$ cat config.mk
export PLATFORM = sky130hd
export DESIGN_NAME = legacy_float32_to_ieee_single_top
export DESIGN_NICKNAME = d
export VERILOG_FILES = /design/src/hdl/lf2i_pkg.sv /design/src/hdl/legacy_float32_to_ieee_single_top.sv /design/src/hdl/lf2i_unpack.sv /design/src/hdl/lf2i_norm.sv /design/src/hdl/lf2i_pack.sv
export SDC_FILE = /design/constraint.sdc
export NUM_CORES = 1
export LEC_CHECK = 0
export BUFFER_PORTS_ARGS = -buffer_cell sky130_fd_sc_hd__buf_2
export CAP_MARGIN = 10
export CELL_PAD_IN_SITES_DETAIL_PLACEMENT = 2
export CELL_PAD_IN_SITES_GLOBAL_PLACEMENT = 2
export CORE_ASPECT_RATIO = 0.8
export CORE_UTILIZATION = 40
export CTS_CLUSTER_DIAMETER = 50
export CTS_CLUSTER_SIZE = 10
export DETAILED_ROUTE_END_ITERATION = 6
export GPL_TIMING_DRIVEN = 0
export PLACE_DENSITY = 0.83
export SYNTH_ARGS = -nofsm -noshare
export SYNTH_HDL_FRONTEND = slang
export SYNTH_SLANG_ARGS = --single-unit
export TNS_END_PERCENT = 1
$ cat constraint.sdc
create_clock -name i_clk -period 5.1 [get_ports i_clk]
set_input_delay 1.02 -clock i_clk [delete_from_list [all_inputs] [get_ports i_clk]]
set_output_delay 1.02 -clock i_clk [all_outputs]
set_load 0.005 [all_outputs]
$ cat src/hdl/lf2i_pkg.sv
// Shared types and constants for the legacy float to IEEE single converter.
// No dependencies.
package lf2i_pkg;

    localparam int WORD_W = 32;
    localparam int EXP_W  = 9;
    localparam int MANT_W = 22;
    localparam int LZ_W   = 5;
    // signed exponent after normalization: range -21..511
    localparam int NEXP_W = 10;
    localparam int FRAC_W = 23;

    localparam int EXP_OVF_MAX  = 384;
    localparam int EXP_UNF_MIN  = 108;
    localparam int EXP_NORM_OFS = 130;
    localparam int EXP_SUB_REF  = 129;

    localparam logic [WORD_W-2:0] INF_MAG = 31'h7F80_0000;

    typedef struct packed {
        logic               sign;
        logic [EXP_W-1:0]   exp;
        logic [MANT_W-1:0]  mant;
        logic               last;
    } t_unpacked;

    typedef struct packed {
        logic               sign;
        logic [EXP_W-1:0]   exp;
        logic [MANT_W-1:0]  mant;
        logic [LZ_W-1:0]    lz;
        logic               last;
    } t_counted;

    typedef struct packed {
        logic                     sign;
        logic signed [NEXP_W-1:0] exp;
        logic [MANT_W-1:0]        mant;
        logic                     zero;
        logic                     last;
    } t_normed;

endpackage

$ cat src/hdl/legacy_float32_to_ieee_single_top.sv
// Channel   | Ports                                   | Handshake
// ----------+-----------------------------------------+------------------------------
// request   | i_source_word, i_last_in                | start && !busy
// result    | o_ieee_word, o_last_out                 | o_valid, one cycle, no stall
//
// Four register stages: negate, leading zero count, normalize, pack.
// The pipeline takes one request per cycle.
// busy is tied low: the pipeline never backs up since the result side cannot stall.
// Synchronous active-low reset clears the valid bits only; no warm-up needed.
// Top of the converter; depends on lf2i_pkg, lf2i_unpack, lf2i_norm, lf2i_pack.
module legacy_float32_to_ieee_single_top
    import lf2i_pkg::*;
(
    input  logic              i_clk,
    input  logic              i_rst_n,
    input  logic              start,
    output logic              busy,
    input  logic [WORD_W-1:0] i_source_word,
    input  logic              i_last_in,
    output logic              o_valid,
    output logic [WORD_W-1:0] o_ieee_word,
    output logic              o_last_out
);

    logic      s1_valid;
    t_unpacked s1_data;
    logic      s3_valid;
    t_normed   s3_data;

    assign busy = 1'b0;

    lf2i_unpack u_unpack (
        .i_clk   (i_clk),
        .i_rst_n (i_rst_n),
        .i_valid (start && !busy),
        .i_word  (i_source_word),
        .i_last  (i_last_in),
        .o_valid (s1_valid),
        .o_data  (s1_data)
    );

    lf2i_norm u_norm (
        .i_clk   (i_clk),
        .i_rst_n (i_rst_n),
        .i_valid (s1_valid),
        .i_data  (s1_data),
        .o_valid (s3_valid),
        .o_data  (s3_data)
    );

    lf2i_pack u_pack (
        .i_clk   (i_clk),
        .i_rst_n (i_rst_n),
        .i_valid (s3_valid),
        .i_data  (s3_data),
        .o_valid (o_valid),
        .o_word  (o_ieee_word),
        .o_last  (o_last_out)
    );

`ifndef SYNTH
    a_latency_fwd: assert property (@(posedge i_clk) disable iff (!i_rst_n)
        start |-> ##4 o_valid)
        else $error("request did not produce a result after 4 cycles");

    a_latency_rev: assert property (@(posedge i_clk) disable iff (!i_rst_n)
        o_valid |-> $past(start, 4))
        else $error("result without matching request");

    a_last_follows: assert property (@(posedge i_clk) disable iff (!i_rst_n)
        start |-> ##4 (o_last_out == $past(i_last_in, 4)))
        else $error("last flag lost in pipeline");

    a_no_nan: assert property (@(posedge i_clk) disable iff (!i_rst_n)
        (o_valid && o_ieee_word[30:23] == 8'hFF) |-> (o_ieee_word[22:0] == '0))
        else $error("NaN pattern produced");
`endif

endmodule

$ cat src/hdl/lf2i_unpack.sv
// Stage 1: sign strip by two's complement negation, field split.
// Depends on lf2i_pkg.
module lf2i_unpack
    import lf2i_pkg::*;
(
    input  logic              i_clk,
    input  logic              i_rst_n,
    input  logic              i_valid,
    input  logic [WORD_W-1:0] i_word,
    input  logic              i_last,
    output logic              o_valid,
    output t_unpacked         o_data
);

    logic              r_valid;
    t_unpacked         r_data;
    t_unpacked         n_data;
    logic [WORD_W-1:0] mag;

    always_comb begin
        mag = i_word[WORD_W-1] ? (~i_word + WORD_W'(1)) : i_word;
        n_data.sign = i_word[WORD_W-1];
        n_data.exp  = mag[MANT_W+EXP_W-1:MANT_W];
        n_data.mant = mag[MANT_W-1:0];
        n_data.last = i_last;
    end

    always_ff @(posedge i_clk) begin
        if (!i_rst_n) begin
            r_valid <= 1'b0;
        end else begin
            r_valid <= i_valid;
        end
        r_data <= n_data;
    end

    assign o_valid = r_valid;
    assign o_data  = r_data;

endmodule

$ cat src/hdl/lf2i_norm.sv
// Stages 2 and 3: leading zero count, then normalizing shift and exponent adjust.
// Depends on lf2i_pkg.
module lf2i_norm
    import lf2i_pkg::*;
(
    input  logic      i_clk,
    input  logic      i_rst_n,
    input  logic      i_valid,
    input  t_unpacked i_data,
    output logic      o_valid,
    output t_normed   o_data
);

    logic     r_cnt_valid;
    t_counted r_cnt;
    t_counted n_cnt;
    logic     r_valid;
    t_normed  r_data;
    t_normed  n_data;

    // highest set bit wins
    always_comb begin
        n_cnt.sign = i_data.sign;
        n_cnt.exp  = i_data.exp;
        n_cnt.mant = i_data.mant;
        n_cnt.last = i_data.last;
        n_cnt.lz   = '0;
        for (int i = 0; i < MANT_W; i++) begin
            if (i_data.mant[i]) begin
                n_cnt.lz = LZ_W'(MANT_W - 1 - i);
            end
        end
    end

    always_comb begin
        n_data.sign = r_cnt.sign;
        n_data.last = r_cnt.last;
        n_data.zero = (r_cnt.mant == '0);
        n_data.mant = r_cnt.mant << r_cnt.lz;
        n_data.exp  = $signed(NEXP_W'(r_cnt.exp)) - $signed(NEXP_W'(r_cnt.lz));
    end

    always_ff @(posedge i_clk) begin
        if (!i_rst_n) begin
            r_cnt_valid <= 1'b0;
            r_valid     <= 1'b0;
        end else begin
            r_cnt_valid <= i_valid;
            r_valid     <= r_cnt_valid;
        end
        r_cnt  <= n_cnt;
        r_data <= n_data;
    end

    assign o_valid = r_valid;
    assign o_data  = r_data;

endmodule

$ cat src/hdl/lf2i_pack.sv
// Stage 4: range classification and IEEE single packing, truncating.
// Depends on lf2i_pkg.
module lf2i_pack
    import lf2i_pkg::*;
(
    input  logic              i_clk,
    input  logic              i_rst_n,
    input  logic              i_valid,
    input  t_normed           i_data,
    output logic              o_valid,
    output logic [WORD_W-1:0] o_word,
    output logic              o_last
);

    logic                     r_valid;
    logic [WORD_W-1:0]        r_word;
    logic                     r_last;
    logic [WORD_W-1:0]        n_word;
    logic signed [NEXP_W-1:0] norm_exp;
    logic signed [NEXP_W-1:0] sub_shift;
    logic [FRAC_W-1:0]        sub_frac;

    always_comb begin
        norm_exp  = i_data.exp - NEXP_W'(EXP_NORM_OFS);
        sub_shift = NEXP_W'(EXP_SUB_REF) - i_data.exp;
        sub_frac  = {1'b0, i_data.mant} >> sub_shift[LZ_W-1:0];
        n_word    = {i_data.sign, {(WORD_W-1){1'b0}}};
        priority if (i_data.zero) begin
            n_word = {i_data.sign, {(WORD_W-1){1'b0}}};
        end else if (i_data.exp > NEXP_W'(EXP_OVF_MAX)) begin
            n_word = {i_data.sign, INF_MAG};
        end else if (i_data.exp < NEXP_W'(EXP_UNF_MIN)) begin
            n_word = {i_data.sign, {(WORD_W-1){1'b0}}};
        end else if (i_data.exp > NEXP_W'(EXP_NORM_OFS)) begin
            n_word = {i_data.sign, norm_exp[7:0], i_data.mant[MANT_W-2:0], 2'b00};
        end else if (i_data.exp == NEXP_W'(EXP_NORM_OFS)) begin
            n_word = {i_data.sign, 8'h00, i_data.mant, 1'b0};
        end else begin
            // subnormal; shift is zero at the reference exponent
            n_word = {i_data.sign, 8'h00, sub_frac};
        end
    end

    always_ff @(posedge i_clk) begin
        if (!i_rst_n) begin
            r_valid <= 1'b0;
        end else begin
            r_valid <= i_valid;
        end
        r_word <= n_word;
        r_last <= i_data.last;
    end

    assign o_valid = r_valid;
    assign o_word  = r_word;
    assign o_last  = r_last;

endmodule

## Yosys cells after proc, flatten, opt, wreduce, memory -nomap -nowiden

Index checks and enable logic that the tools add are counted.

| operators by class | value |
|---|---|
| equal/unequal tests | 1 |
| bitwise gates (word level) | 1 |
| add/subtract/negate cells | 4 |
| reduce and logical (&&, ||, !) cells | 8 |
| shift-type cells | 2 |
| magnitude comparators | 3 |
| muxes and demuxes | 26 |

Operators with widths:

| operator | number |
|---|---|
| 31-bit 2-to-1 mux | 4 |
| 4-bit 2-to-1 mux | 8 |
| 31-bit by 1-bit adder with 31-bit output, second input constant | 1 |
| 31-bit inverter | 1 |
| 5-bit 2-to-1 mux | 6 |
| 23-bit 2-to-1 mux | 1 |
| 22-bit by 5-bit right shift with 23-bit output | 1 |
| 22-bit logical NOT | 1 |
| 22-bit by 5-bit << shifter with 22-bit output | 1 |
| 16-bit OR reduction | 1 |
| 3-bit 2-to-1 mux | 4 |
| 10-bit by 9-bit == test with 1-bit output, second input constant | 1 |
| 10-bit > comparator, second input constant | 1 |
| 10-bit by 9-bit > comparator with 1-bit output, second input constant | 1 |
| 10-bit by 8-bit < comparator with 1-bit output, second input constant | 1 |
| 9-bit by 5-bit subtractor with 10-bit output | 1 |
| 4-bit OR reduction | 2 |
| 8-bit OR reduction | 1 |
| 8-bit subtractor, second input constant | 1 |
| 5-bit OR reduction | 1 |
| 2-bit by 5-bit subtractor with 5-bit output, first input constant | 1 |
| 2-bit 2-to-1 mux | 2 |
| 3-bit OR reduction | 1 |
| 2-bit OR reduction | 1 |
| 1-bit 2-to-1 mux | 1 |

| word-level totals | value |
|---|---|
| register bits after elaboration | 143 |
| output and inout port bits | 35 |
| logic and storage cells | 73 |
| bits of input ports | 36 |

## Logic depth before layout (Yosys ltp)

| logic depth | value |
|---|---|
| depth after elaboration | 21 |
| mapped depth | 12 |
| mapped depth without buffers | 9 |

## Modules after synthesis

From an unflattened synthesis, not the netlist that was laid out.

| unflattened totals | value |
|---|---|
| cell total of the unflattened synthesis | 729 |
| area total of the unflattened synthesis | 7183.1 um2 |

By module, submodules not included:

| module | cells an instance | times used | area each (um2) | seq. area each (um2) |
|---|---|---|---|---|
| lf2i_norm | 300 | 1 | 3083.0 | 1501.4 |
| lf2i_pack | 292 | 1 | 2687.6 | 680.7 |
| lf2i_unpack | 135 | 1 | 1401.3 | 680.7 |
| legacy_float32_to_ieee_single_top | 2 | 1 | 11.3 | 0.0 |

## Least setup slack after synthesis

No wires, ideal clock.

| path | value |
|---|---|
| kind | register to register |
| start point | register u_norm.r_data (netlist bit u_norm.o_data[25]) |
| end point | register u_pack.r_word[2], in the netlist u_pack.o_word[2] |
| clock period less this slack | 2966 ps |
| data arrival time | 2842 ps |
| setup slack | 2134 ps |
| cell stages (with the launch flop) | 12 |
| path buffers | 4 |
| data required time | 4976 ps |
| setup time | 124 ps |
| cells stage by stage | dfxtp_1 clkbuf_1 inv_1 clkbuf_1 ha_1 clkbuf_1 buf_2 mux4_2 mux2_2 a221o_1 a31oi_1 o22ai_1 |

| on the way | value |
|---|---|
| longest elaborated chain between the ends | 4 |
| elaborated cells between the ends (all ways) | 9 |
| those cells by class | 1 x add/sub; 3 x order compare; 1 x eq/ne; 1 x shift; 2 x mux; 1 x reduce/logical |

Ends and longest elaborated chain:

| element | line | RTL |
|---|---|---|
| start: declaration | lf2i_norm.sv:18 | `t_normed r_data;` |
| start signal: assignment | lf2i_norm.sv:52 | `r_data <= n_data;` |
| 2-bit by 5-bit subtractor with 5-bit output | lf2i_pack.sv:25 | `sub_shift = NEXP_W'(EXP_SUB_REF) - i_data.exp;` |
| 22-bit by 5-bit right shift with 23-bit output | lf2i_pack.sv:26 | `sub_frac = {1'b0, i_data.mant} >> sub_shift[LZ_W-1:0];` |
| 23-bit 2-to-1 mux | lf2i_pack.sv:36 | `end else if (i_data.exp == NEXP_W'(EXP_NORM_OFS)) begin` |
| 31-bit 2-to-1 mux | lf2i_pack.sv:34 | `end else if (i_data.exp > NEXP_W'(EXP_NORM_OFS)) begin` |
| end signal: assignment | lf2i_pack.sv:50 | `r_word <= n_word;` |
| end: declaration | lf2i_pack.sv:16 | `logic [WORD_W-1:0] r_word;` |

Several ways; a longest one is shown, not always the timed one.
A chain may end at the register's enable or synchronous reset.

## Final worst setup path

| path | value |
|---|---|
| start point | register u_norm.r_data (netlist bit u_norm.o_data[25]) |
| end point | register u_pack.r_word[15], in the netlist u_pack.o_word[15] |

Same word-level chain as after synthesis.

==> results.json <==
{
  "ant_nets": 0,
  "max_stage_delay_ns": 0.64,
  "cap_violations": 0,
  "grt_max_degree": 17,
  "p_sw_mw": 1.675,
  "crit_chain": "clkbuf_1 > inv_1 > clkbuf_1 > ha_1 > clkbuf_1 > buf_1 > mux2i_1 > mux2i_1 > nand2_1 > o21ai_0 > a222oi_1 > nor2_1",
  "mostFrequentLayoutCells": "dfxtp_1, buf_2, nand2_1, nor2_1, mux2i_1",
  "nNetsFinal": 811,
  "cts.repair.resized": 0,
  "syn_area_um2": 6634,
  "syn_area_per_cell_um2": 9.784,
  "crit_top_cell": "clkbuf_1",
  "tightest_slew_ns": 1.045,
  "startpoint": "u_norm.o_data[25]",
  "finalSetupViolCount": 0,
  "n_antenna_cell": 0,
  "drive_above_1_share_pct": 19.64,
  "synth_sequential_area_ratio_pct": 43.15,
  "skew_ns": 0.01390,
  "p_seq_share_pct": 35.6,
  "syn_nets": 723,
  "whs_ns": 0.3277,
  "antenna_found_initial": 0,
  "clk_latency_ns": 0.43,
  "clock_path_buffers": 2,
  "grt_pass1_vias": 6311,
  "numPortBuffers": 69,
  "htreeDepth": 4,
  "die_y_um": 117.2,
  "arrival_ns": 4.53,
  "status": "complete, no violations",
  "synthCells": 678,
  "synth-main-ff-cell": "dfxtp_1",
  "slew_headroom_pct": 29.84,
  "cts.sinks": 143,
  "fin_ws_ns": 0.8454,
  "overflow": 0,
  "crit_slowest_cell": "buf_1",
  "required_ns": 5.38,
  "synth-seq-cells": 143,
  "min_from": "u_unpack.o_data[26]",
  "clk_pin_slew_ns": 0.07,
  "vdd_drop_max_v": 0.0002862,
  "wirelength_um": 23910,
  "grt_usage_pct": 29.19,
  "numCtsBuffers": 17,
  "dr.first_iter.drc_count": 368,
  "cts_hold_buf": 0,
  "nFillCells": 1706,
  "wire_per_inst_um": 24.05,
  "gp_congestion": 0.9228,
  "final_common_cell": "dfxtp_1",
  "r2r-start": "u_norm.o_data[25]",
  "viasPerCell": 5.933,
  "slew_violations": 0,
  "finalHoldViolCount": 0,
  "timing.fmax_mhz": 235.0,
  "ios": 71,
  "finalCritPeriodShare_pct": 83.42,
  "coreArea_um2": 16010,
  "p_int_mw": 2.602,
  "cts_root_buf": "clkbuf_16",
  "stdcell_area_um2": 7823,
  "cp-start-kind": "flip-flop",
  "power_density_nw_per_um2": 546.8,
  "cts_tree": "done",
  "critPathMaxFanout": 10,
  "cp_top_family": "buffers and inverters",
  "min_path_type": "reg2reg",
  "sw_frac_of_total_pct": 39.15,
  "async_flop_share_pct": 0,
  "drc": 0,
  "crit_type": "reg2reg",
  "via_count": 5897,
  "grt_pass1_wl_um": 37520,
  "yosysWarnings": 0,
  "end_kind": "flip-flop",
  "std_cell_rows": 41,
  "setup_tns_ns": 0,
  "firstDrtPassIters": 5,
  "synth_edf_count": 0,
  "pwr-share-comb_pct": 36.1,
  "p_clk_share_pct": 28.3,
  "dieWidth_um": 146.0,
  "ys_types": 64,
  "syn_to_final_growth_pct": 17.92,
  "dp_hpwl_um": 17230,
  "post-cts-setup-buffers": 0,
  "rsz0062_at_grt": "false",
  "power_mw": 4.277,
  "fin_crit_ns": 4.255,
  "crit_buf_inv": 5,
  "die_area_um2": 17110,
  "placed_area_um2": 7248,
  "start_util_pct": 41.45,
  "power.leakage_nw": 3.161,
  "place_ws_ns": 0.9986
}
layer usage:
| metal | wire length [um] | track usage (%) |
|---|---|---|
| met1 | 10810 | 37.32 |
| met2 | 11590 | 50.78 |
| met3 | 1101 | 5.039 |
| met4 | 407 | 9.514 |
| met5 | 0 | 0 |
logic make-up (layout without fill, tap and decap cells):
family | Yosys count | count (layout) | share of synthesized area (%)
DFF | 143 | 143 | 43.15
and+or+nand+nor | 198 | 198 | 15.16
buffers and inverters | 58 | 159 | 3.546
AOI/OAI and AO/OA | 151 | 151 | 15.15
muxes | 76 | 76 | 15.58
other | 1 | 1 | 0.05653
xor gates and xnor gates | 42 | 42 | 5.545
adders and majority gates | 9 | 9 | 1.811
worst register-to-register path, cell delays in order, from the launching register on:
cell	delay, ns
dfxtp_1	0.34
clkbuf_1	0.48
inv_1	0.25
clkbuf_1	0.37
ha_1	0.42
clkbuf_1	0.34
buf_1	0.64
mux2i_1	0.35
mux2i_1	0.21
nand2_1	0.13
o21ai_0	0.10
a222oi_1	0.36
nor2_1	0.11
final timing paths:
check,cells past startpoint,slack (ns),to
setup reg to reg,12,0.85,u_pack.o_word[15]
setup / recovery,12,0.85,u_pack.o_word[15]
hold / removal,0,0.33,u_norm.r_cnt[31]
hold reg to reg,0,0.33,u_norm.r_cnt[31]
cell usage after synthesis, types with 10 or more instances:
master    count  share of area, %
o22ai_1      26               2.5
mux4_2       21               7.1
a211oi_1     15               1.7
o21ai_0      26               2.0
inv_1        16              0.91
clkbuf_1     22               1.2
dfxtp_1     143                43
a22oi_1      10               1.1
nand2_1      65               3.7
o31ai_1      12               1.4
xnor2_1      37               4.9
a21oi_1      32               2.4
nor2_1       55               3.1
mux2i_1      47               7.1
nor3_1       10              0.75
nor4_1       14               1.3
power groups by stage:
stage                     Combinational [mW]  Clock [mW]  Sequential (mW)
after detailed placement                1.48           0             1.54
after CTS                               1.52        1.23             1.52
final                                   1.54        1.21             1.52
after global routing                    1.66        1.28             1.54
after global placement                  1.44           0             1.53
after floorplan                        0.996           0             1.48
per-stage QoR:
step / std cells / util, %
after global routing: 994 / 48.87
after CTS: 994 / 48.87
after floorplan: 678 / -
after detailed placement: 962 / 45.29
final: 994 / 48.87
after global placement: 962 / 45.29
area by class of cell:
| type | count | area (um^2) | area share [%] |
|---|---|---|---|
| timing repair buffer | 69 | 345.3 | 4.415 |
| tap | 215 | 269.0 | 3.439 |
| inverter | 18 | 67.56 | 0.8637 |
| buffer | 40 | 167.7 | 2.143 |
| multi-input combinational | 477 | 3536 | 45.20 |
| clock inverter | 15 | 148.9 | 1.903 |
| sequential | 143 | 2863 | 36.60 |
| clock buffer | 17 | 425.4 | 5.438 |
state kept, by name, summed over array words and instances (netlist names), 2 cells and up:
register,flops
u_norm.r_cnt,36
u_norm.o_data,35
u_pack.o_word,32
u_unpack.o_data,33
u_norm.n_data,2
No activity file was read; power rests on OpenSTA's default activity.
